## src/rtl/core/orbit_position_statistics_assert.svh

```systemverilog
// Assertion macros shared by the orbit position statistics modules.
`ifndef ORBIT_POSITION_STATISTICS_ASSERT_SVH
`define ORBIT_POSITION_STATISTICS_ASSERT_SVH

// A condition that must hold at every clock edge outside reset.
`define OPS_ASSERT_ALWAYS(label, cond) \
  label: assert property (@(posedge clk) disable iff (rst) (cond)) \
    else $error("assertion failed in %m");

// A condition that must hold in the same cycle as its trigger.
`define OPS_ASSERT_IMPL(label, ante, cons) \
  label: assert property (@(posedge clk) disable iff (rst) (ante) |-> (cons)) \
    else $error("assertion failed in %m");

// A condition that must hold in the cycle after its trigger.
`define OPS_ASSERT_NEXT(label, ante, cons) \
  label: assert property (@(posedge clk) disable iff (rst) (ante) |=> (cons)) \
    else $error("assertion failed in %m");

`endif

```

## src/rtl/core/ops_pkg.sv

```systemverilog
// Types, widths and constants shared by the orbit position statistics modules.
package ops_pkg;

  // Field and store widths.
  localparam int POS_W   = 24;
  localparam int SUM_W   = 34;
  localparam int SQ_W    = 57;
  localparam int COUNT_W = 11;
  localparam int SIG_W   = 24;

  // Readings a set can hold; later readings are dropped.
  localparam int MAX_SAMPLES = 1024;

  // Closing arithmetic: numerator n*S2 - S*S, divisor n*(n-1), variance, root.
  localparam int NUM_W     = 68;
  localparam int DEN_W     = 20;
  localparam int ROOT_W    = 48;
  localparam int MUL_W     = 29;
  localparam int S_LO_W    = SUM_W / 2;
  localparam int DIV_CNT_W = $clog2(NUM_W);
  localparam int SQ_CNT_W  = $clog2(ROOT_W / 2);

  // Queue of closed sets between the front and the back.
  localparam int SETQ_DEPTH = 2;
  localparam int SETQ_PTR_W = $clog2(SETQ_DEPTH);
  localparam int SETQ_CNT_W = $clog2(SETQ_DEPTH + 1);

  typedef struct packed {
    logic signed [POS_W-1:0] pos_x;
    logic signed [POS_W-1:0] pos_y;
    logic                    last;
  } item_t;

  typedef struct packed {
    logic signed [POS_W-1:0] mean_x;
    logic signed [POS_W-1:0] mean_y;
    logic [SIG_W-1:0]        sigma_x;
    logic [SIG_W-1:0]        sigma_y;
    logic [POS_W-1:0]        peak_x;
    logic [POS_W-1:0]        peak_y;
    logic [COUNT_W-1:0]      sample_count;
    logic                    overflow;
  } result_t;

  // Accumulated statistics of one set.
  typedef struct packed {
    logic signed [SUM_W-1:0] sum_x;
    logic signed [SUM_W-1:0] sum_y;
    logic [SQ_W-1:0]         sumsq_x;
    logic [SQ_W-1:0]         sumsq_y;
    logic [POS_W-1:0]        peak_x;
    logic [POS_W-1:0]        peak_y;
    logic [COUNT_W-1:0]      count;
    logic                    dropped;
  } set_t;

  typedef struct packed {
    logic full;
    logic afull;
    logic empty;
  } setq_status_t;

  typedef enum logic [2:0] {
    BK_IDLE,
    BK_SETUP,
    BK_MEAN,
    BK_MUL,
    BK_VDIV,
    BK_SQRT,
    BK_DONE
  } back_state_t;

endpackage

```

## src/rtl/core/ops_front.sv

```systemverilog
// Front end: takes readings, squares them and accumulates the open set.
module ops_front (
  input  logic                 clk,
  input  logic                 rst,
  input  logic                 push,
  output logic                 full,
  input  ops_pkg::item_t       item,
  input  ops_pkg::setq_status_t q_status,
  output logic                 set_push,
  output ops_pkg::set_t        set_data
);
  import ops_pkg::*;

  `include "orbit_position_statistics_assert.svh"

  logic                    s1_valid;
  logic                    s1_last;
  logic signed [POS_W-1:0] s1_x;
  logic signed [POS_W-1:0] s1_y;
  logic [POS_W-1:0]        s1_mag_x;
  logic [POS_W-1:0]        s1_mag_y;
  logic [2*POS_W-1:0]      s1_sq_x;
  logic [2*POS_W-1:0]      s1_sq_y;
  logic [POS_W-1:0]        mag_x;
  logic [POS_W-1:0]        mag_y;
  set_t                    acc;
  set_t                    acc_next;
  logic                    inflight;
  logic                    stall;
  logic                    accept;
  logic                    room;

  // A closing reading in the stage needs a queue slot before it can move on.
  assign inflight = s1_valid && s1_last;
  assign stall    = inflight && q_status.full;
  assign full     = q_status.full || (inflight && q_status.afull);
  assign accept   = push && !full;

  assign mag_x = item.pos_x[POS_W-1] ? POS_W'(-item.pos_x) : POS_W'(item.pos_x);
  assign mag_y = item.pos_y[POS_W-1] ? POS_W'(-item.pos_y) : POS_W'(item.pos_y);

  always_ff @(posedge clk) begin
    if (rst) begin
      s1_valid <= 1'b0;
    end else if (!stall) begin
      s1_valid <= accept;
    end
  end

  always_ff @(posedge clk) begin
    if (accept) begin
      s1_last  <= item.last;
      s1_x     <= item.pos_x;
      s1_y     <= item.pos_y;
      s1_mag_x <= mag_x;
      s1_mag_y <= mag_y;
      s1_sq_x  <= item.pos_x * item.pos_x;
      s1_sq_y  <= item.pos_y * item.pos_y;
    end
  end

  always_comb begin
    acc_next = acc;
    room     = acc.count < COUNT_W'(MAX_SAMPLES);
    if (room) begin
      acc_next.sum_x   = acc.sum_x + {{(SUM_W-POS_W){s1_x[POS_W-1]}}, s1_x};
      acc_next.sum_y   = acc.sum_y + {{(SUM_W-POS_W){s1_y[POS_W-1]}}, s1_y};
      acc_next.sumsq_x = acc.sumsq_x + SQ_W'(s1_sq_x);
      acc_next.sumsq_y = acc.sumsq_y + SQ_W'(s1_sq_y);
      if (s1_mag_x > acc.peak_x) begin
        acc_next.peak_x = s1_mag_x;
      end
      if (s1_mag_y > acc.peak_y) begin
        acc_next.peak_y = s1_mag_y;
      end
      acc_next.count = acc.count + 1'b1;
    end else begin
      acc_next.dropped = 1'b1;
    end
  end

  always_ff @(posedge clk) begin
    if (rst) begin
      acc <= '0;
    end else if (s1_valid && !stall) begin
      acc <= s1_last ? '0 : acc_next;
    end
  end

  assign set_push = s1_valid && s1_last && !stall;
  assign set_data = acc_next;

  `OPS_ASSERT_IMPL(a_push_has_room, set_push, !q_status.full)

endmodule

```

## config.mk

```make
export PLATFORM = sky130hd
export DESIGN_NAME = ops_front
export DESIGN_NICKNAME = d
export VERILOG_FILES = /design/src/rtl/core/ops_pkg.sv /design/src/rtl/core/ops_front.sv
export VERILOG_INCLUDE_DIRS = /design/src /design/src/rtl/core
export SDC_FILE = /design/constraint.sdc
export NUM_CORES = 2
export LEC_CHECK = 0
export BUFFER_PORTS_ARGS = -buffer_cell sky130_fd_sc_hd__buf_2
export CAP_MARGIN = 5
export CORE_ASPECT_RATIO = 1.4
export CORE_MARGIN = 4
export CORE_UTILIZATION = 50
export DETAILED_ROUTE_END_ITERATION = 8
export GPL_TIMING_DRIVEN = 0
export PLACE_DENSITY = 0.71
export RECOVER_POWER = 100
export SLEW_MARGIN = 20
export SYNTH_ARGS = -nofsm -noshare
export SYNTH_HDL_FRONTEND = slang
export SYNTH_SLANG_ARGS = --single-unit
```

## constraint.sdc

```tcl
create_clock -name clk -period 9.4 [get_ports clk]
set_clock_uncertainty 0.1 [all_clocks]
set_input_delay 1.88 -clock clk [delete_from_list [all_inputs] [get_ports clk]]
set_output_delay 1.88 -clock clk [all_outputs]
set_load 0.05 [all_outputs]
```

==> flow_summary.ini <==
[yosys]
synthDominantCellAreaShare_pct = 34.64
synth_nets = 8600
ys_types = 88
synthTopCellsByCount = inv_1, fa_1, nand2_1
synth-main-ff-cell = dfxtp_1
synth.yosys.warnings = 0
ys_async_sr_fraction_pct = 0
avgSynthCellArea_um2 = 9.305
synth-seq-cells = 430
yosysTopAreaCell = fa_1
syn-cell-area_um2 = 64440
yosysSeqAreaShare_pct = 16.26
synth.area.top_cells = fa_1, ha_1, edfxtp_1, inv_1, dfxtp_1
synth_cells = 6925
synth_edf_count = 187
synth_most_common_cell = inv_1

[grt]
grt.total_usage_pct = 32.23
grt_pass1_vias = 53772
antenna_found_initial = 17
grt_overflow_total = 0
grt_max_degree = 54
grt_pass1_wl_um = 325600

[run_status]
status = finished, violations left
violations = capacitance limit, slew limit

[timing]
hold_viol = 0
slew_violations = 197
fin_tns_setup_ps = 0
min_period_over_period_pct = 98.74
fmax_ghz = 0.1077
setup_viol = 0
finalCriticalPeriod_ps = 9282
finalWorstSetupSlack_ps = 118.2
worstMarginPinSlew_ps = 3165
rsz0062_at_grt = true
holdWs_ps = 335.4
slew_headroom_pct = -111.0

[clocking]
cts.clk_slew.worst_paths_ps = 60
clockBufferDepth = 3
cts_buffers = 51
cts_tree = built
insertion_delay_ps = 700
cts_root_buf = clkbuf_16
htreeDepth = 2
clock-sinks = 430

[finish]
syn_to_final_growth_pct = 8.784
seqCellArea_um2 = 10480
nNetsFinal = 8938
layout-drive-gt1-share_pct = 5.680
multiInputGateArea_um2 = 47600
fill_cells = 11593
fin_cells = 8968

[worst_setup_path]
required_ps = 9690
slowest_delay_ps = 660
rr_worst_depth = 5
critPathSlowestCell = clkbuf_1
path_delay_family = adder cells
cpMostUsedCell = fa_1
crit_fanout = 10
worstPathArrival_ps = 9570
cp_num_cells = 26
startpoint_type = input pin
end_kind = flip-flop
path_class = input pin to flip-flop
critical_path_buf_inv_count = 6

[place]
gp_congestion = 1.013
place_hpwl_um = 183300
placed_cells = 8874
place_ws_ps = -2890
io_buffers = 296

[die]
die_x_um = 311.4
pin_count = 299
die_area_um2 = 134800
rows = 155
start_util_pct = 50.42
core_um2 = 127800
die_h_um = 432.8

[drt]
remaining_drc_errors = 0
antenna_left = 0
drt_pass1_iterations = 7
via_count = 51632
drt_wl_total_um = 218400
wl_per_cell_um = 24.35
drt_first_iter_violations = 4268
vias_per_cell = 5.757

[hold_path]
hold_class = flip-flop to flip-flop
worstHoldPathCells = 1

[flow_run]
max_cap_violations = 5
state kept, by name, indices dropped and copies added, names as in the netlist:
register	cells
s1_sq_y	46
s1_valid	1
s1_last	1
s1_sq_x	46
s1_mag_y	23
s1_mag_x	23
s1_x	24
acc	242
s1_y	24
area by class of cell:
| type | count | share of cell area [%] |
|---|---|---|
| antenna | 14 | 0.04998 |
| buffer | 239 | 1.787 |
| clock buffer | 65 | 1.997 |
| clock inverter | 31 | 0.5605 |
| inverter | 1468 | 7.871 |
| multi-input combinational | 4759 | 67.90 |
| sequential | 430 | 14.95 |
| tap | 1648 | 2.941 |
| timing repair buffer | 314 | 1.940 |
path summary, 6_finish.rpt:
| path | slack [ps] | from | end |
|---|---|---|---|
| worst max-delay path | 120 | item[22] | s1_sq_y[47] |
| worst min-delay path | 340 | acc[111] | acc[111] |
| worst max register to register | 2390 | s1_last | s1_x[20] |
| worst min register to register | 340 | acc[111] | acc[111] |
cell families after synthesis:
kind of cell | after synthesis | synth area share, %
buffers and inverters | 1736 | 10.13
adders and majority gates | 1620 | 44.44
and+or+nand+nor | 1545 | 11.09
AOI/OAI and AO/OA | 1183 | 12.20
DFF | 430 | 16.26
xor gates and xnor gates | 337 | 4.580
muxes | 74 | 1.289
routing by layer:
layer / wire, um / up-vias / global-route usage [%]
li1: - / 22687 / -
met1: 77270 / 25904 / 36.98
met2: 104900 / 2339 / 54.89
met3: 18220 / 696 / 6.080
met4: 17960 / 6 / 21.80
met5: 35 / - / 0
placed cells by master, fill, tap and decap left out, types with 13 or more instances in the layout:
cell type and instances:
and2_1 189, o31ai_1 23, nand3_1 56, a31oi_1 34, a21o_1 196, a21oi_1 241
clkbuf_16 52, diode_2 14, xnor2_1 227, fa_1 1109, nor3_1 31, inv_1 1465
clkinv_2 14, o211ai_1 24, nand3b_1 17, buf_2 62, clkbuf_2 42, nand2_1 726
o21ai_0 272, clkbuf_1 369, buf_4 28, and3_1 37, xor2_1 106, clkbuf_4 43
nand2b_1 39, nand4_1 42, a22oi_1 119, a22o_1 57, or3_1 17, nor2b_1 48
o21bai_1 51, mux2_2 59, nor2_1 275, mux2_1 13, dfxtp_1 243, edfxtp_1 187
o21a_1 24, ha_1 501
stage by stage:
stage               cell area, um^2  util (%)
finish                        70100     54.85
detailed placement            68100     53.28
floorplan                     64440         -
global placement              67980     53.19
global route                  70070     54.83
CTS                           70320     55.02
repair_timing:
item	in CTS	in global routing
hold buffers	0	0
pin swaps	9	12
setup endpoints to repair	32	12
gates resized for setup	186	102
buffers inserted	6	7
cloned	0	0
Power is left out: the tool's default activity adds up to more than one toggle a clock period on the data nets, which glitch-free logic cannot reach.
