`config.mk`:
```
export PLATFORM = sky130hd
export DESIGN_NAME = ops_set_fifo
export DESIGN_NICKNAME = d
export VERILOG_FILES = /design/src/rtl/core/ops_pkg.sv /design/src/rtl/core/ops_set_fifo.sv
export VERILOG_INCLUDE_DIRS = /design/src /design/src/rtl/core
export SDC_FILE = /design/constraint.sdc
export NUM_CORES = 1
export LEC_CHECK = 0
export BUFFER_PORTS_ARGS = -buffer_cell sky130_fd_sc_hd__buf_4
export CAP_MARGIN = 10
export CORE_UTILIZATION = 43
export CTS_BUF_LIST = sky130_fd_sc_hd__clkbuf_4 sky130_fd_sc_hd__clkbuf_8 sky130_fd_sc_hd__clkbuf_16
export CTS_CLUSTER_SIZE = 30
export DETAILED_ROUTE_END_ITERATION = 6
export PLACE_DENSITY = 0.74
export SLEW_MARGIN = 10
export SYNTH_ARGS = -nofsm -noshare
export SYNTH_HDL_FRONTEND = slang
export SYNTH_SLANG_ARGS = --single-unit
```
`constraint.sdc`:
```
create_clock -name clk -period 32.6 [get_ports clk]
set_input_delay 3.26 -clock clk [delete_from_list [all_inputs] [get_ports clk]]
set_output_delay 3.26 -clock clk [all_outputs]
set_load 0.02 [all_outputs]
```
`src/rtl/core/orbit_position_statistics_assert.svh`:
```
// Assertion macros shared by the orbit position statistics modules.
`ifndef ORBIT_POSITION_STATISTICS_ASSERT_SVH
`define ORBIT_POSITION_STATISTICS_ASSERT_SVH

// A condition that must hold at every clock edge outside reset.
`define OPS_ASSERT_ALWAYS(label, cond) \
  label: assert property (@(posedge clk) disable iff (rst) (cond)) \
    else $error("assertion failed in %m");

// A condition that must hold in the same cycle as its trigger.
`define OPS_ASSERT_IMPL(label, ante, cons) \
  label: assert property (@(posedge clk) disable iff (rst) (ante) |-> (cons)) \
    else $error("assertion failed in %m");

// A condition that must hold in the cycle after its trigger.
`define OPS_ASSERT_NEXT(label, ante, cons) \
  label: assert property (@(posedge clk) disable iff (rst) (ante) |=> (cons)) \
    else $error("assertion failed in %m");

`endif

```
`src/rtl/core/ops_pkg.sv`:
```
// Types, widths and constants shared by the orbit position statistics modules.
package ops_pkg;

  // Field and store widths.
  localparam int POS_W   = 24;
  localparam int SUM_W   = 34;
  localparam int SQ_W    = 57;
  localparam int COUNT_W = 11;
  localparam int SIG_W   = 24;

  // Readings a set can hold; later readings are dropped.
  localparam int MAX_SAMPLES = 1024;

  // Closing arithmetic: numerator n*S2 - S*S, divisor n*(n-1), variance, root.
  localparam int NUM_W     = 68;
  localparam int DEN_W     = 20;
  localparam int ROOT_W    = 48;
  localparam int MUL_W     = 29;
  localparam int S_LO_W    = SUM_W / 2;
  localparam int DIV_CNT_W = $clog2(NUM_W);
  localparam int SQ_CNT_W  = $clog2(ROOT_W / 2);

  // Queue of closed sets between the front and the back.
  localparam int SETQ_DEPTH = 2;
  localparam int SETQ_PTR_W = $clog2(SETQ_DEPTH);
  localparam int SETQ_CNT_W = $clog2(SETQ_DEPTH + 1);

  typedef struct packed {
    logic signed [POS_W-1:0] pos_x;
    logic signed [POS_W-1:0] pos_y;
    logic                    last;
  } item_t;

  typedef struct packed {
    logic signed [POS_W-1:0] mean_x;
    logic signed [POS_W-1:0] mean_y;
    logic [SIG_W-1:0]        sigma_x;
    logic [SIG_W-1:0]        sigma_y;
    logic [POS_W-1:0]        peak_x;
    logic [POS_W-1:0]        peak_y;
    logic [COUNT_W-1:0]      sample_count;
    logic                    overflow;
  } result_t;

  // Accumulated statistics of one set.
  typedef struct packed {
    logic signed [SUM_W-1:0] sum_x;
    logic signed [SUM_W-1:0] sum_y;
    logic [SQ_W-1:0]         sumsq_x;
    logic [SQ_W-1:0]         sumsq_y;
    logic [POS_W-1:0]        peak_x;
    logic [POS_W-1:0]        peak_y;
    logic [COUNT_W-1:0]      count;
    logic                    dropped;
  } set_t;

  typedef struct packed {
    logic full;
    logic afull;
    logic empty;
  } setq_status_t;

  typedef enum logic [2:0] {
    BK_IDLE,
    BK_SETUP,
    BK_MEAN,
    BK_MUL,
    BK_VDIV,
    BK_SQRT,
    BK_DONE
  } back_state_t;

endpackage

```
`src/rtl/core/ops_set_fifo.sv`:
```
// Short queue of closed sets between the front end and the back end.
module ops_set_fifo (
  input  logic                  clk,
  input  logic                  rst,
  input  logic                  push,
  input  ops_pkg::set_t         data_in,
  input  logic                  pop,
  output ops_pkg::set_t         data_out,
  output ops_pkg::setq_status_t status
);
  import ops_pkg::*;

  `include "orbit_position_statistics_assert.svh"

  set_t                  entries [SETQ_DEPTH];
  logic [SETQ_PTR_W-1:0] wr_ptr;
  logic [SETQ_PTR_W-1:0] rd_ptr;
  logic [SETQ_CNT_W-1:0] count;
  logic                  do_push;
  logic                  do_pop;

  assign status.full  = count == SETQ_CNT_W'(SETQ_DEPTH);
  assign status.afull = count >= SETQ_CNT_W'(SETQ_DEPTH - 1);
  assign status.empty = count == '0;

  assign do_push  = push && !status.full;
  assign do_pop   = pop && !status.empty;
  assign data_out = entries[rd_ptr];

  always_ff @(posedge clk) begin
    if (do_push) begin
      entries[wr_ptr] <= data_in;
    end
  end

  always_ff @(posedge clk) begin
    if (rst) begin
      wr_ptr <= '0;
      rd_ptr <= '0;
      count  <= '0;
    end else begin
      if (do_push) begin
        wr_ptr <= (wr_ptr == SETQ_PTR_W'(SETQ_DEPTH - 1)) ? '0 : wr_ptr + 1'b1;
      end
      if (do_pop) begin
        rd_ptr <= (rd_ptr == SETQ_PTR_W'(SETQ_DEPTH - 1)) ? '0 : rd_ptr + 1'b1;
      end
      case ({do_push, do_pop})
        2'b10:   count <= count + 1'b1;
        2'b01:   count <= count - 1'b1;
        default: count <= count;
      endcase
    end
  end

  `OPS_ASSERT_ALWAYS(a_count_bounded, count <= SETQ_CNT_W'(SETQ_DEPTH))
  `OPS_ASSERT_NEXT(a_push_grows, !rst && do_push && !do_pop, count == $past(count) + 1'b1)

endmodule

```
==> flow_summary.yaml, run 1 <==
status:
  status: "finished, final reports clean"
critical_path:
  r2r-start: "count[0]$_SDFFE_PP0P_"
  start_kind: "register"
  path_common_cell: "buf_4"
  r2r_end: "entries[0][185]$_DFFE_PP_"
  crit_path_max_fanout: 73
  cp_cell_sequence: "buf_4 > mux2_2 > buf_4"
  worst_ep_arrival_time_ps: 3140
  r2r_slack_ps: 29510
  r2r_cells: 6
  cpMaxStageDelayCell: "dfxtp_4"
  required_ps: 29340
  endpoint_kind: "primary output"
  path_class: "register to primary output"
  cp_slowest_stage_delay_ps: 1070
synth:
  syn_nets: 1030
  synth_area_per_cell_um2: 23.65
  synth_area_um2: 18450
  yosysUniqueCellTypes: 14
  yosys_warnings: 0
  ys_ff_latch: 489
  synth.yosys.seq_area_share: 0.7933
  synthCells: 780
pwr:
  powerDensity_nw_per_um2: 84.12
  leakagePower_nw: 9.382
  max-vdd-ir-drop_mv: 0.05429
die:
  initial_core_util: 0.4378
  die_w_um: 209.1
  coreArea_um2: 42130
  dieArea_um2: 43730
  floorplan.die.height_um: 209.1
  row_count: 75
  pin_count: 491
route:
  drt-initial-drc-count: 525
  first_pass_iters: 4
  wire_per_inst_um: 20.03
  drcViolationCount: 0
  vias: 9031
  wl_um: 37770
  ant_nets: 0
  vias_per_cell: 4.788
sta:
  hold_viol_final: 0
  fmax_ghz: 0.1562
  max_slew_margin: 0.2699
  setup_violations: 0
  finClkSkew_ps: 8.286
  rsz0062_at_grt: "no"
  worst-slew-pin-transition_ps: 1095
  setup-tns-final_ps: 0
  drv_slew: 0
  period_share: 0.1964
  post-route-min-period_ps: 6402
finish:
  layout.cells.non_filler: 1886
  fillCellCount: 3094
  multiInputGateArea_um2: 3547
  ff_latch_area_um2: 14640
  area_delta_synth_final_pct: 31.84
  fin_nets: 1555
  layout-drive-gt1-share: 0.6122
  postLayoutCoreUtil: 0.5773
placement:
  io_buffers: 490
  dp_hpwl_um: 25310
  place_congestion: 0.7614
  place_inst: 1792
min_path:
  hold_path_class: "register to register"
  holdPathStages: 2
  min-delay-start: "rd_ptr$_SDFFE_PP0P_"
global_route:
  grt_pass1_vias: 9638
  grt_antenna_before_repair: 1
  grt_first_pass_wirelength_um: 55230
  grtUsageTotal: 0.1663
  overflow: 0
  grt_max_degree: 122
clock_network:
  postCtsHoldBufs: 0
  clock_sinks: 489
  clkTransAtPathRegs_ps: 60
  cts_tree: "done"
  post_cts_buffers: 0
  clock_path_buffers: 3
  h-tree-depth: 2
  cts-resized-gates: 0
  root_buffer: "clkbuf_16"
  clock_latency_ps: 560
  cts_made_buffers: 50
job:
  cap_violations: 0
## registers in the layout, indices dropped and copies added (netlist names), named ones only
signal	cells
wr_ptr	1
count	2
rd_ptr	1
entries	484
## routing by layer
layer | GRT usage | wire length, um | vias to the layer above
li1 | - | - | 4158
met1 | 0.1813 | 13830 | 4478
met2 | 0.2967 | 19960 | 321
met3 | 0.04854 | 2639 | 74
met4 | 0.07784 | 1341 | 0
met5 | 0 | 0 | -
## critical path, delay by kind of cell, from the launching register on
family	cells	cell delay, ps
multiplexers	1	430
flip-flops	1	1070
buffers and inverters	2	1010
## final cells by class
cell class | instances | area share
flip-flops and latches | 489 | 0.6018
multi-input cells | 260 | 0.1458
well taps | 539 | 0.02773
clock buffers | 64 | 0.05792
inverters | 4 | 0.0006173
diodes | 1 | 0.0001029
repair buffers | 500 | 0.1548
clock inverters | 29 | 0.01111
## logic make-up (layout without fill, tap and decap cells)
| kind of cell | Yosys count | after routing | share of synthesized area |
|---|---|---|---|
| flops | 489 | 489 | 0.7933 |
| mux | 242 | 242 | 0.1843 |
| buf+inv | 31 | 597 | 0.01526 |
| simple gates | 9 | 9 | 0.002103 |
| fa+ha+maj | 4 | 4 | 0.002713 |
| xor+xnor | 4 | 4 | 0.001899 |
| compound gates | 1 | 1 | 0.0004071 |
| other cells | 0 | 1 | 0 |
## cell usage after synthesis
cell type / n / area [um2]
mux2_2: 62 / 698.2
nor2_1: 7 / 26.28
inv_1: 4 / 15.01
nand2b_1: 1 / 6.260
edfxtp_1: 484 / 14530
buf_6: 21 / 236.5
mux2_4: 180 / 2703
dfxtp_1: 5 / 100.1
xnor2_1: 2 / 17.52
nor2b_1: 1 / 6.260
a211oi_1: 1 / 7.510
xor2_1: 2 / 17.52
buf_2: 6 / 30.03
ha_1: 4 / 50.05
## worst max path at each step
| stage | depth (start not counted) | start | slack, ps | to |
|---|---|---|---|---|
| floorplan | 2 | push | 18340 | entries[0][0]$_DFFE_PP_ |
| global placement | 3 | register | 26750 | data_out[224] |
| detailed placement | 3 | register | 26750 | data_out[224] |
| CTS | 3 | register | 26110 | data_out[224] |
| global route | 3 | register | 26020 | data_out[221] |
| finish | 3 | register | 26200 | data_out[224] |
## layout by cell type, fill, tap and decap left out, types with 5 or more instances in the layout
cell and instances:
buf_4 499, bufinv_16 5, clkbuf_16 53, clkbuf_4 11
clkinv_1 14, edfxtp_1 484, mux2_2 62, mux2_4 180
nor2_1 5
## power breakdown
part | switching (mW) | internal [mW] | total, mW
sequential | 0.0349 | 0.810 | 0.844
clock | 0.227 | 0.345 | 0.572
combinational | 0.328 | 0.301 | 0.629
total | 0.591 | 1.46 | 2.05
## stage by stage
step | hold WS [ps] | power [mW] | cell area [um2] | setup slack [ps]
detailed placement | 501.6 | 1.493 | 22640 | 26750
global placement | 492.1 | 1.484 | 22640 | 26750
CTS | 523.2 | 2.070 | 24320 | 26110
floorplan | 475.8 | 1.299 | 18450 | 18340
global route | 554.2 | 2.119 | 24320 | 26020
finish | 519.4 | 2.046 | 24320 | 26200
(Power assumes the default switching activity.)
==> run 2: changes to the inputs <==
==> constraint.sdc (replaced) <==
create_clock -name clk -period 6.45 [get_ports clk]
set_input_delay 0.645 -clock clk [delete_from_list [all_inputs] [get_ports clk]]
set_output_delay 0.645 -clock clk [all_outputs]
set_load 0.02 [all_outputs]
==> run 2 against run 1 <==
Compared with the run above:
- sequential share of layout area decreased by 0.056 points
- sequential power increased to 5.0 times the previous value
- final area about the same
- flip-flop and latch count unchanged
- clock-buffer cell count decreased by 2
- setup slack got worse by 23000 ps
- total power increased to 5.1 times the previous value
- largest cell class unchanged
==> flow_summary.yaml, run 2 (same netlist as run 1, synthesis figures left out) <==
clock_network:
  clock_latency_ps: 570
  clock_sinks: 489
  clkTransAtPathRegs_ps: 60
  root_buffer: "clkbuf_16"
  post_cts_buffers: 0
  cts_tree: "done"
  h-tree-depth: 2
  clock_path_buffers: 3
  postCtsHoldBufs: 0
  cts_made_buffers: 50
  cts-resized-gates: 0
pwr:
  p_clk_frac: 0.280
  switching_share: 0.2900
  p_comb_frac: 0.310
  seq_power_share: 0.410
  powerDensity_nw_per_um2: 425.5
  power.total_mw: 10.36
  leakagePower_nw: 9.393
  internal_power_mw: 7.355
  switching_power_mw: 3.005
  max-vdd-ir-drop_mv: 0.3167
sta:
  drv_slew: 0
  post-route-min-period_ps: 3330
  rsz0062_at_grt: "no"
  worst-slew-pin-transition_ps: 918.3
  hold_viol_final: 0
  finClkSkew_ps: 16.91
  setup_violations: 0
  period_share: 0.5162
  fmax_ghz: 0.3003
  max_slew_margin: 0.3878
critical_path:
  r2r_slack_ps: 3630
  path_common_cell: "buf_4"
  endpoint_kind: "primary output"
  worst_ep_arrival_time_ps: 2680
  start_kind: "register"
  cp_slowest_stage_delay_ps: 750
  crit_family: "buffers and inverters"
  path_class: "register to primary output"
  cp_cell_sequence: "buf_4 > mux2_2 > buf_4"
  required_ps: 5800
  cpMaxStageDelayCell: "dfxtp_4"
  cp_num_buf_inv: 2
  crit_path_max_fanout: 39
finish:
  fillCellCount: 3175
  fin_nets: 1554
  final_common_cell: "buf_4"
  layout-drive-gt1-share: 0.6146
  postLayoutCoreUtil: 0.5778
  reg_top3: "entries (484), count (2)"
  area_delta_synth_final_pct: 31.97
  largest_reg_flops: 484
  regMostFlops: "entries"
  most-common-layout-cells: "495 x buf_4, 484 x edfxtp_1, 180 x mux2_4"
route:
  first_pass_iters: 4
  vias_per_cell: 4.817
  wire_per_inst_um: 20.57
  vias: 9075
  ant_nets: 0
  drt-initial-drc-count: 535
  wl_um: 38750
  drcViolationCount: 0
die:
  dieArea_um2: 43730
  row_count: 75
  pin_count: 491
  coreArea_um2: 42130
  floorplan.die.height_um: 209.1
  initial_core_util: 0.4378
  die_w_um: 209.1
global_route:
  grt_max_degree: 122
  grt_antenna_before_repair: 1
  grt_pass1_vias: 9525
  grtUsageTotal: 0.1718
  grt_first_pass_wirelength_um: 56280
  overflow: 0
status:
  status: "finished, final reports clean"
placement:
  place_congestion: 0.8021
  dp_hpwl_um: 25890
  io_buffers: 490
min_path:
  hold_path_class: "primary input to register"
job:
  cap_violations: 0
## run 2: changes by cell type in the layout (fill, tap and decap cells not counted), sizes merged
cell	previous run	this run
clkbuf	64	62
clkinv	18	20
buf	500	499
bufinv	5	6
clkinvlp	4	3
inv	6	5
## run 2: final cells by class
cell class / instances / area, um2 / area share
inverter: 4 / 15.01 / 0.0006167
tap: 539 / 674.4 / 0.02770
antenna: 1 / 2.502 / 0.0001028
sequential: 489 / 14640 / 0.6013
timing repair buffer: 499 / 3796 / 0.1559
clock inverter: 30 / 306.5 / 0.01259
multi-input combinational: 260 / 3547 / 0.1457
clock buffer: 62 / 1365 / 0.05607
## run 2: worst paths after layout
path                                       startpoint                        end  depth (start not counted)
worst max register to register  count[0]$_SDFFE_PP0P_  entries[0][209]$_DFFE_PP_                          5
worst min register to register  count[1]$_SDFFE_PP0P_      count[1]$_SDFFE_PP0P_                          2
worst min-delay path                      data_in[35]   entries[0][35]$_DFFE_PP_                          1
worst max-delay path                         register                data_out[4]                          3
## run 2: per-layer routing
| layer | part of all wire | up-vias | wire [um] | track usage |
|---|---|---|---|---|
| li1 | - | 4161 | - | - |
| met1 | 0.37 | 4490 | 14490 | 0.1971 |
| met2 | 0.51 | 347 | 19930 | 0.2961 |
| met3 | 0.077 | 77 | 2985 | 0.05531 |
| met4 | 0.035 | 0 | 1343 | 0.07049 |
| met5 | 0 | - | 0 | 0 |
## run 2: power groups by stage
stage / logic (mW) / clock network (mW) / registers, mW
2_1_floorplan: 2.11 / 0 / 4.35
3_5_place_dp: 3.24 / 0 / 4.31
6_report: 3.21 / 2.90 / 4.25
5_1_grt: 3.37 / 3.08 / 4.28
3_3_place_gp: 3.22 / 0 / 4.29
4_1_cts: 3.25 / 2.98 / 4.25
## run 2: through the flow
| stage | setup WS [ps] | std cells | hold WS (ps) | setup TNS, ps | cell area, um2 |
|---|---|---|---|---|---|
| 4_1_cts | 3085 | 1883 | 204.0 | 0 | 24340 |
| 5_1_grt | 3001 | 1884 | 213.8 | 0 | 24340 |
| 3_3_place_gp | 3679 | 1791 | 490.1 | 0 | 22670 |
| 3_5_place_dp | 3684 | 1791 | 508.9 | 0 | 22670 |
| 6_report | 3120 | 1884 | 250.1 | 0 | 24340 |
| 2_1_floorplan | -1256 | 780 | 475.8 | -608060 | 18450 |
