===== src/rtl/core/orbit_position_statistics_assert.svh =====
// Assertion macros shared by the orbit position statistics modules.
`ifndef ORBIT_POSITION_STATISTICS_ASSERT_SVH
`define ORBIT_POSITION_STATISTICS_ASSERT_SVH

// A condition that must hold at every clock edge outside reset.
`define OPS_ASSERT_ALWAYS(label, cond) \
  label: assert property (@(posedge clk) disable iff (rst) (cond)) \
    else $error("assertion failed in %m");

// A condition that must hold in the same cycle as its trigger.
`define OPS_ASSERT_IMPL(label, ante, cons) \
  label: assert property (@(posedge clk) disable iff (rst) (ante) |-> (cons)) \
    else $error("assertion failed in %m");

// A condition that must hold in the cycle after its trigger.
`define OPS_ASSERT_NEXT(label, ante, cons) \
  label: assert property (@(posedge clk) disable iff (rst) (ante) |=> (cons)) \
    else $error("assertion failed in %m");

`endif


===== src/rtl/core/ops_pkg.sv =====
// Types, widths and constants shared by the orbit position statistics modules.
package ops_pkg;

  // Field and store widths.
  localparam int POS_W   = 24;
  localparam int SUM_W   = 34;
  localparam int SQ_W    = 57;
  localparam int COUNT_W = 11;
  localparam int SIG_W   = 24;

  // Readings a set can hold; later readings are dropped.
  localparam int MAX_SAMPLES = 1024;

  // Closing arithmetic: numerator n*S2 - S*S, divisor n*(n-1), variance, root.
  localparam int NUM_W     = 68;
  localparam int DEN_W     = 20;
  localparam int ROOT_W    = 48;
  localparam int MUL_W     = 29;
  localparam int S_LO_W    = SUM_W / 2;
  localparam int DIV_CNT_W = $clog2(NUM_W);
  localparam int SQ_CNT_W  = $clog2(ROOT_W / 2);

  // Queue of closed sets between the front and the back.
  localparam int SETQ_DEPTH = 2;
  localparam int SETQ_PTR_W = $clog2(SETQ_DEPTH);
  localparam int SETQ_CNT_W = $clog2(SETQ_DEPTH + 1);

  typedef struct packed {
    logic signed [POS_W-1:0] pos_x;
    logic signed [POS_W-1:0] pos_y;
    logic                    last;
  } item_t;

  typedef struct packed {
    logic signed [POS_W-1:0] mean_x;
    logic signed [POS_W-1:0] mean_y;
    logic [SIG_W-1:0]        sigma_x;
    logic [SIG_W-1:0]        sigma_y;
    logic [POS_W-1:0]        peak_x;
    logic [POS_W-1:0]        peak_y;
    logic [COUNT_W-1:0]      sample_count;
    logic                    overflow;
  } result_t;

  // Accumulated statistics of one set.
  typedef struct packed {
    logic signed [SUM_W-1:0] sum_x;
    logic signed [SUM_W-1:0] sum_y;
    logic [SQ_W-1:0]         sumsq_x;
    logic [SQ_W-1:0]         sumsq_y;
    logic [POS_W-1:0]        peak_x;
    logic [POS_W-1:0]        peak_y;
    logic [COUNT_W-1:0]      count;
    logic                    dropped;
  } set_t;

  typedef struct packed {
    logic full;
    logic afull;
    logic empty;
  } setq_status_t;

  typedef enum logic [2:0] {
    BK_IDLE,
    BK_SETUP,
    BK_MEAN,
    BK_MUL,
    BK_VDIV,
    BK_SQRT,
    BK_DONE
  } back_state_t;

endpackage


===== src/rtl/core/ops_back.sv =====
// Back end: divides, multiplies and takes square roots to close each set.
module ops_back (
  input  logic                  clk,
  input  logic                  rst,
  input  ops_pkg::set_t         q_data,
  input  ops_pkg::setq_status_t q_status,
  output logic                  q_pop,
  output logic                  empty,
  input  logic                  pop,
  output ops_pkg::result_t      result
);
  import ops_pkg::*;

  `include "orbit_position_statistics_assert.svh"

  // Partial products of n*S2 - S*S, issued one per cycle.
  localparam logic [2:0] MS_NS2_LO = 3'd0;
  localparam logic [2:0] MS_NS2_HI = 3'd1;
  localparam logic [2:0] MS_SS_LL  = 3'd2;
  localparam logic [2:0] MS_SS_LH  = 3'd3;
  localparam logic [2:0] MS_SS_HH  = 3'd4;
  localparam logic [2:0] MS_DRAIN  = 3'd5;

  back_state_t state;
  back_state_t state_next;

  set_t                    st;
  logic                    plane;
  logic [DEN_W-1:0]        den;
  logic [2*COUNT_W-1:0]    den_full;
  logic signed [POS_W-1:0] mean_x;
  logic signed [POS_W-1:0] mean_y;
  logic [SIG_W-1:0]        sigma_x;
  logic [SIG_W-1:0]        sigma_y;
  result_t                 res;
  logic                    res_valid;
  logic                    res_load;

  logic signed [SUM_W-1:0] s_sel;
  logic [SQ_W-1:0]         s2_sel;
  logic [SUM_W-1:0]        s_mag;
  logic [MUL_W-1:0]        m_lo;
  logic [MUL_W-1:0]        m_hi;
  logic                    few;

  // Shared restoring divider.
  logic [DEN_W-1:0]     dv_rem;
  logic [NUM_W-1:0]     dv_quo;
  logic [DEN_W-1:0]     dv_den;
  logic [DIV_CNT_W-1:0] dv_cnt;
  logic [DEN_W:0]       dv_trial;
  logic                 dv_ge;
  logic [DEN_W-1:0]     dv_rem_next;
  logic [NUM_W-1:0]     dv_quo_next;
  logic                 dv_last;
  logic [POS_W-1:0]     q_mag;
  logic [POS_W-1:0]     mean_val;

  // Multiply and accumulate.
  logic [2:0]           mk;
  logic [2:0]           pk;
  logic [MUL_W-1:0]     mul_a;
  logic [MUL_W-1:0]     mul_b;
  logic [2*MUL_W-1:0]   prod;
  logic [NUM_W-1:0]     num;
  logic [NUM_W-1:0]     num_next;
  logic [NUM_W-1:0]     term;
  logic                 term_add;

  // Bitwise integer square root.
  logic [ROOT_W-1:0]    sq_v;
  logic [ROOT_W-1:0]    sq_res;
  logic [ROOT_W-1:0]    sq_bit;
  logic [SQ_CNT_W-1:0]  sq_cnt;
  logic [ROOT_W-1:0]    sq_trial;
  logic                 sq_ge;
  logic [ROOT_W-1:0]    sq_res_next;
  logic                 sq_last;

  assign s_sel  = plane ? st.sum_y : st.sum_x;
  assign s2_sel = plane ? st.sumsq_y : st.sumsq_x;
  assign s_mag  = s_sel[SUM_W-1] ? SUM_W'(-s_sel) : SUM_W'(s_sel);
  assign m_lo   = MUL_W'(s_mag[S_LO_W-1:0]);
  assign m_hi   = MUL_W'(s_mag[SUM_W-1:S_LO_W]);
  assign few    = st.count < COUNT_W'(2);

  assign den_full = (2*COUNT_W)'(st.count) * (2*COUNT_W)'(st.count - 1'b1);

  assign dv_trial    = {dv_rem, dv_quo[NUM_W-1]};
  assign dv_ge       = dv_trial >= {1'b0, dv_den};
  assign dv_rem_next = dv_ge ? DEN_W'(dv_trial - {1'b0, dv_den}) : DEN_W'(dv_trial);
  assign dv_quo_next = {dv_quo[NUM_W-2:0], dv_ge};
  assign dv_last     = dv_cnt == DIV_CNT_W'(NUM_W - 1);
  assign q_mag       = dv_quo_next[POS_W-1:0];
  assign mean_val    = s_sel[SUM_W-1] ? POS_W'(-q_mag) : q_mag;

  assign sq_trial    = sq_res + sq_bit;
  assign sq_ge       = sq_v >= sq_trial;
  assign sq_res_next = sq_ge ? (sq_res >> 1) + sq_bit : sq_res >> 1;
  assign sq_last     = sq_cnt == SQ_CNT_W'(ROOT_W / 2 - 1);

  always_comb begin
    case (mk)
      MS_NS2_LO: begin
        mul_a = MUL_W'(st.count);
        mul_b = s2_sel[MUL_W-1:0];
      end
      MS_NS2_HI: begin
        mul_a = MUL_W'(st.count);
        mul_b = MUL_W'(s2_sel[SQ_W-1:MUL_W]);
      end
      MS_SS_LL: begin
        mul_a = m_lo;
        mul_b = m_lo;
      end
      MS_SS_LH: begin
        mul_a = m_lo;
        mul_b = m_hi;
      end
      MS_SS_HH: begin
        mul_a = m_hi;
        mul_b = m_hi;
      end
      default: begin
        mul_a = '0;
        mul_b = '0;
      end
    endcase
  end

  // The cross term appears twice in S*S, hence the extra shift.
  always_comb begin
    case (pk)
      MS_NS2_LO: begin
        term     = NUM_W'(prod);
        term_add = 1'b1;
      end
      MS_NS2_HI: begin
        term     = NUM_W'(prod) << MUL_W;
        term_add = 1'b1;
      end
      MS_SS_LL: begin
        term     = NUM_W'(prod);
        term_add = 1'b0;
      end
      MS_SS_LH: begin
        term     = NUM_W'(prod) << (S_LO_W + 1);
        term_add = 1'b0;
      end
      MS_SS_HH: begin
        term     = NUM_W'(prod) << (2 * S_LO_W);
        term_add = 1'b0;
      end
      default: begin
        term     = '0;
        term_add = 1'b1;
      end
    endcase
  end

  assign num_next = (mk == MS_NS2_LO) ? num : (term_add ? num + term : num - term);

  always_comb begin
    state_next = state;
    unique case (state)
      BK_IDLE:  if (!q_status.empty) state_next = BK_SETUP;
      BK_SETUP: state_next = BK_MEAN;
      BK_MEAN:  if (dv_last) state_next = BK_MUL;
      BK_MUL: begin
        if (mk == MS_DRAIN) begin
          if (!few) begin
            state_next = BK_VDIV;
          end else begin
            state_next = plane ? BK_DONE : BK_SETUP;
          end
        end
      end
      BK_VDIV:  if (dv_last) state_next = BK_SQRT;
      BK_SQRT:  if (sq_last) state_next = plane ? BK_DONE : BK_SETUP;
      BK_DONE:  if (!res_valid || pop) state_next = BK_IDLE;
      default:  state_next = BK_IDLE;
    endcase
  end

  always_comb begin
    q_pop    = 1'b0;
    res_load = 1'b0;
    unique case (state)
      BK_IDLE: q_pop    = !q_status.empty;
      BK_DONE: res_load = !res_valid || pop;
      default: begin
        q_pop    = 1'b0;
        res_load = 1'b0;
      end
    endcase
  end

  always_ff @(posedge clk) begin
    if (rst) begin
      state <= BK_IDLE;
    end else begin
      state <= state_next;
    end
  end

  always_ff @(posedge clk) begin
    unique case (state)
      BK_IDLE: begin
        if (q_pop) begin
          st    <= q_data;
          plane <= 1'b0;
        end
      end
      BK_SETUP: begin
        den    <= den_full[DEN_W-1:0];
        dv_quo <= NUM_W'(s_mag);
        dv_rem <= '0;
        dv_cnt <= '0;
        dv_den <= DEN_W'(st.count);
      end
      BK_MEAN: begin
        dv_quo <= dv_quo_next;
        dv_rem <= dv_rem_next;
        dv_cnt <= dv_cnt + 1'b1;
        if (dv_last) begin
          if (plane) begin
            mean_y <= mean_val;
          end else begin
            mean_x <= mean_val;
          end
          mk  <= MS_NS2_LO;
          num <= '0;
        end
      end
      BK_MUL: begin
        prod <= mul_a * mul_b;
        pk   <= mk;
        num  <= num_next;
        mk   <= mk + 1'b1;
        if (mk == MS_DRAIN) begin
          dv_quo <= num_next;
          dv_rem <= '0;
          dv_cnt <= '0;
          dv_den <= den;
          if (few) begin
            if (plane) begin
              sigma_y <= '0;
            end else begin
              sigma_x <= '0;
            end
            plane <= ~plane;
          end
        end
      end
      BK_VDIV: begin
        dv_quo <= dv_quo_next;
        dv_rem <= dv_rem_next;
        dv_cnt <= dv_cnt + 1'b1;
        if (dv_last) begin
          sq_v   <= dv_quo_next[ROOT_W-1:0];
          sq_res <= '0;
          sq_bit <= ROOT_W'(1) << (ROOT_W - 2);
          sq_cnt <= '0;
        end
      end
      BK_SQRT: begin
        if (sq_ge) begin
          sq_v <= sq_v - sq_trial;
        end
        sq_res <= sq_res_next;
        sq_bit <= sq_bit >> 2;
        sq_cnt <= sq_cnt + 1'b1;
        if (sq_last) begin
          if (plane) begin
            sigma_y <= sq_res_next[SIG_W-1:0];
          end else begin
            sigma_x <= sq_res_next[SIG_W-1:0];
          end
          plane <= ~plane;
        end
      end
      BK_DONE: begin
        if (res_load) begin
          res.mean_x       <= mean_x;
          res.mean_y       <= mean_y;
          res.sigma_x      <= sigma_x;
          res.sigma_y      <= sigma_y;
          res.peak_x       <= st.peak_x;
          res.peak_y       <= st.peak_y;
          res.sample_count <= st.count;
          res.overflow     <= st.dropped;
        end
      end
      default: begin
        plane <= 1'b0;
      end
    endcase
  end

  always_ff @(posedge clk) begin
    if (rst) begin
      res_valid <= 1'b0;
    end else if (res_load) begin
      res_valid <= 1'b1;
    end else if (pop) begin
      res_valid <= 1'b0;
    end
  end

  assign empty  = !res_valid;
  assign result = res;

  `OPS_ASSERT_IMPL(a_count_nonzero, res_valid, res.sample_count != '0)
  `OPS_ASSERT_IMPL(a_single_sigma, res_valid && res.sample_count == COUNT_W'(1),
                   res.sigma_x == '0 && res.sigma_y == '0)

endmodule


===== config.mk =====
export PLATFORM = sky130hd
export DESIGN_NAME = ops_back
export DESIGN_NICKNAME = d
export VERILOG_FILES = /design/src/rtl/core/ops_pkg.sv /design/src/rtl/core/ops_back.sv
export VERILOG_INCLUDE_DIRS = /design/src /design/src/rtl/core
export SDC_FILE = /design/constraint.sdc
export NUM_CORES = 2
export LEC_CHECK = 0
export BUFFER_PORTS_ARGS = -buffer_cell sky130_fd_sc_hd__buf_2
export CAP_MARGIN = 20
export CELL_PAD_IN_SITES_DETAIL_PLACEMENT = 0
export CELL_PAD_IN_SITES_GLOBAL_PLACEMENT = 1
export CORE_UTILIZATION = 54
export CTS_CLUSTER_SIZE = 20
export DETAILED_ROUTE_END_ITERATION = 6
export GPL_ROUTABILITY_DRIVEN = 0
export PLACE_DENSITY_LB_ADDON = 0.1
export SYNTH_ARGS = -nofsm -noshare
export SYNTH_HDL_FRONTEND = slang
export SYNTH_SLANG_ARGS = --single-unit

===== constraint.sdc =====
create_clock -name clk -period 60.1 [get_ports clk]
set_input_delay 12.02 -clock clk [delete_from_list [all_inputs] [get_ports clk]]
set_output_delay 12.02 -clock clk [all_outputs]
set_load 0.05 [all_outputs]

==> impl_results.md <==
* Outcome: complete, but fails checks
* Failing checks: DRC
* Count of cell types in the netlist at a little under 90
* Number of detailed-route iterations in the first pass at 7
* Standard cell area after detailed placement at between 0.07 and 0.08 mm2
* Num CTS Buffers at 93
* Stage delay of the slowest cell on the critical path at roughly 0.44 ns
* GRT Residual Overflow at 0
* Floorplan Core Area at 0.122 mm2
* Number of placed I/O pins at 406
* Synth top cells by count: edfxtp_1 (874), nand2_1 (753), inv_1 (715)
* Ordered cell list for the critical path: buf_2 > nor4_2 > buf_2
* Hold buffers post-CTS at 0
* Share of post-route cells with drive strength above 1 at 10.8%
* Effective utilization at floorplan at a little over half
* Top fanout value on the critical path at 2
* Final worst path period share at 41.4%
* Wire length of the first global-routing pass at 279 mm
* Unrepaired setup endpoints after global routing: false
* PortBufs at 403
* Worst Max-Slew Pin Slew at between 1 and 1.5 ns
* Area of the die at 0.124 mm2
* Endpoint of the worst hold path: result[21]
* Cts repair resizes at 0
* Endpoint required time on the critical path at 48.08 ns
* Total power per unit cell area at 66.6 mW/mm2
* Net count, final at 7,869
* Fin area at 0.0734 mm2
* Category of the critical setup timing path: in -> out
* Maximum clock frequency at 40.2 MHz
* Number of nets with antenna violations after routing at 0
* Ys Warns at 0
* Accumulated negative setup slack at 0 ns
* Crit-path leading delay family: buffers and inverters
* Final Hold Fails at 0
* Buffers and inverters on the worst path at 2
* Largest net degree at the start of global routing at 157
* Net switching fraction of the power at 47.2%
* Gate count of the mapped netlist at 6,419
* Nets in the synthesized netlist at 7,544
* Internal power of the cells at approximately 2.6 mW
* Number of DRC violations after detailed routing at 1
* Total via count after detailed routing at 48,700
* Main synth FF type: edfxtp_1
* Worst min-delay path category: reg -> reg
* Area share of the largest cell type after synthesis at 39.6%
* Std cell rows at about 130
* Overall routed net length at around 180 mm
* Vias per cell at about 5.8
* Max-slew violation count at 0
* Data arrival time of the critical path at between 10 and 15 ns
* Cell count of the worst hold path at 0
* Clock transition at path regs at 0.06 ns
* Register-to-Register Path Depth at 32
* Part of the Yosys area used for sequential elements at 39.7%
* Vias in the first global route at 48,800
* P_leak at 31.0 nW
* Average wire per standard cell at approximately 21 um
* Relative area change from synthesis to final layout at 10.7%
* Netlist Area Pre-Place at between 0.06 and 0.07 mm2
* CTS tree: built
* Number of flops mapped to enable cells by yosys at slightly below 900
* Worst-case clock buffer depth at 3
* Slowest stage cell on the critical path: buf_2
* DIE WIDTH at 352 um
* Root buffer cell: clkbuf_16
* Critical register-to-register path startpoint: plane
* Worst-Skew Late Latency at between 0.7 and 0.8 ns
* Detailed placer's ending HPWL at 136 mm
* Clock H-tree levels at 3
* Clock Sink Count at between 800 and 900
* Most area-consuming cells after synthesis: edfxtp_1 (40%), fa_1 (15%), ha_1 (7.2%)
* CP dominant cell by count: buf_2
* Net switching power at about 2.3 mW
* GRT Total Usage at roughly 29%
* Post-layout minimum cycle time at 24.88 ns
* Endpoint of the worst-slack reg-to-reg timing path: prod[44]
* Flop-to-flop setup slack at ~48 ns
* Worst Setup Start Kind: input port
* Leading cell type by number of instances after synthesis: edfxtp_1
* Number of max-cap violations at 0
* Final worst hold slack at 0.414 ns
* Start point of the worst hold path: st[21]
* Overall power at just under 5 mW
* Worst slew slack as a fraction of its limit at 17.7%
* Number of DRC violations after detailed-routing iteration 0 at 3,783
* Setup violations, final at 0
* DIE HEIGHT at about 350 um
* Logic pwr share at 67.2%
* Fraction of synthesis flops using an asynchronous set or reset pin at 0%
* Cell taking the most area after synthesis: edfxtp_1
* Post-CTS setup-driven buffer insertion count at 0
* Fraction of power consumed by sequential logic at 21.2%
* Number of flip-flops and latches in the synthesized netlist at 878
* Sort of element at the end of the critical path: output pin
* Per-instance average area after synthesis at 10.3 um2
* Clock share of power at 11.7%
* Worst ir drop on vdd at 71.8 uV
* Worst Skew at 0.0554 ns
* Initial antenna violation count at 10
-- layout by cell type, fill, tap and decap left out, types with 127 or more instances in the layout --
cell type	instances
a21o_1	127
a21oi_1	332
buf_2	403
edfxtp_1	874
fa_1	497
ha_1	380
inv_1	713
nand2_1	752
nor2_1	480
o21ai_0	258
xnor2_1	223
xor2_1	158
-- routing by layer --
layer	routed length [um]	vias up	track usage (%)	part of all wire, %
met3	12900	336	5.57	7.2
met2	85200	1644	47.8	48
li1	-	22800	-	-
met4	5690	8	9.65	3.2
met1	75500	23800	38.4	42
met5	47	-	0	0.026
-- power by group through the flow --
stage | Combinational, mW | Clock, mW | Sequential (mW)
after floorplan | 2.40 | 0 | 1.08
after global placement | 3.19 | 0 | 1.04
after detailed placement | 3.24 | 0 | 1.04
after CTS | 3.27 | 0.582 | 1.03
after global routing | 3.70 | 0.604 | 1.04
final | 3.28 | 0.571 | 1.03
-- area by class of cell --
type                    count  area (um2)
diodes                      4        10.0
clock buffers             106        2380
fillers                 10300       48300
well taps                1625        2030
inverters                 717        2700
repair buffers            528        2990
flip-flops and latches    878       26300
multi-input cells        4526       36300
clock inverters            62         657
-- cell families (layout without fill, tap and decap cells) --
| group | after synthesis | after routing | synth area share [%] |
|---|---|---|---|
| compound gates | 1261 | 1261 | 12.4 |
| xor+xnor | 381 | 381 | 5.03 |
| fa+ha+maj | 877 | 877 | 22.2 |
| buf+inv | 1015 | 1413 | 5.83 |
| flops | 878 | 878 | 39.7 |
| mux | 126 | 126 | 1.92 |
| other cells | 0 | 4 | 0 |
| simple gates | 1881 | 1881 | 13.0 |
-- sequential cells by signal (all words and copies together) (netlist names) --
name       count
mk             3
den           19
pk             3
sq_res        48
num           68
st           242
mean_y        24
result       156
dv_rem        20
mean_x        24
sigma_y       24
plane          1
res_valid      1
state          3
dv_den        20
prod          46
dv_cnt         7
sq_bit        24
sq_v          48
sigma_x       24
dv_quo        68
sq_cnt         5
-- worst max path at each step --
stage / start / slack, ns / depth (start not counted) / to
2_1_floorplan: q_status[0] / 11.96 / 1 / q_pop
3_3_place_gp: q_status[0] / 35.20 / 3 / q_pop
3_5_place_dp: q_status[0] / 35.22 / 3 / q_pop
4_1_cts: q_status[0] / 35.21 / 3 / q_pop
5_1_grt: q_status[0] / 35.13 / 3 / q_pop
6_report: q_status[0] / 35.22 / 3 / q_pop
-- metrics by stage --
step	instances	util (%)	setup slack, ns
6_report	8446	60.3	35.22
4_1_cts	8441	60.3	35.21
3_3_place_gp	8272	57.8	35.20
5_1_grt	8443	60.3	35.13
2_1_floorplan	6419	-	11.96
3_5_place_dp	8273	57.8	35.22
-- worst reg2reg max path, delay by kind of cell, from the launching register on --
family,cells,cell delay [ns]
compound gates,8,3.07
xor+xnor,2,0.98
fa+ha+maj,7,3.45
buf+inv,5,1.21
flops,1,0.32
mux,1,0.55
simple gates,9,2.33
(Power assumes the default switching activity.)
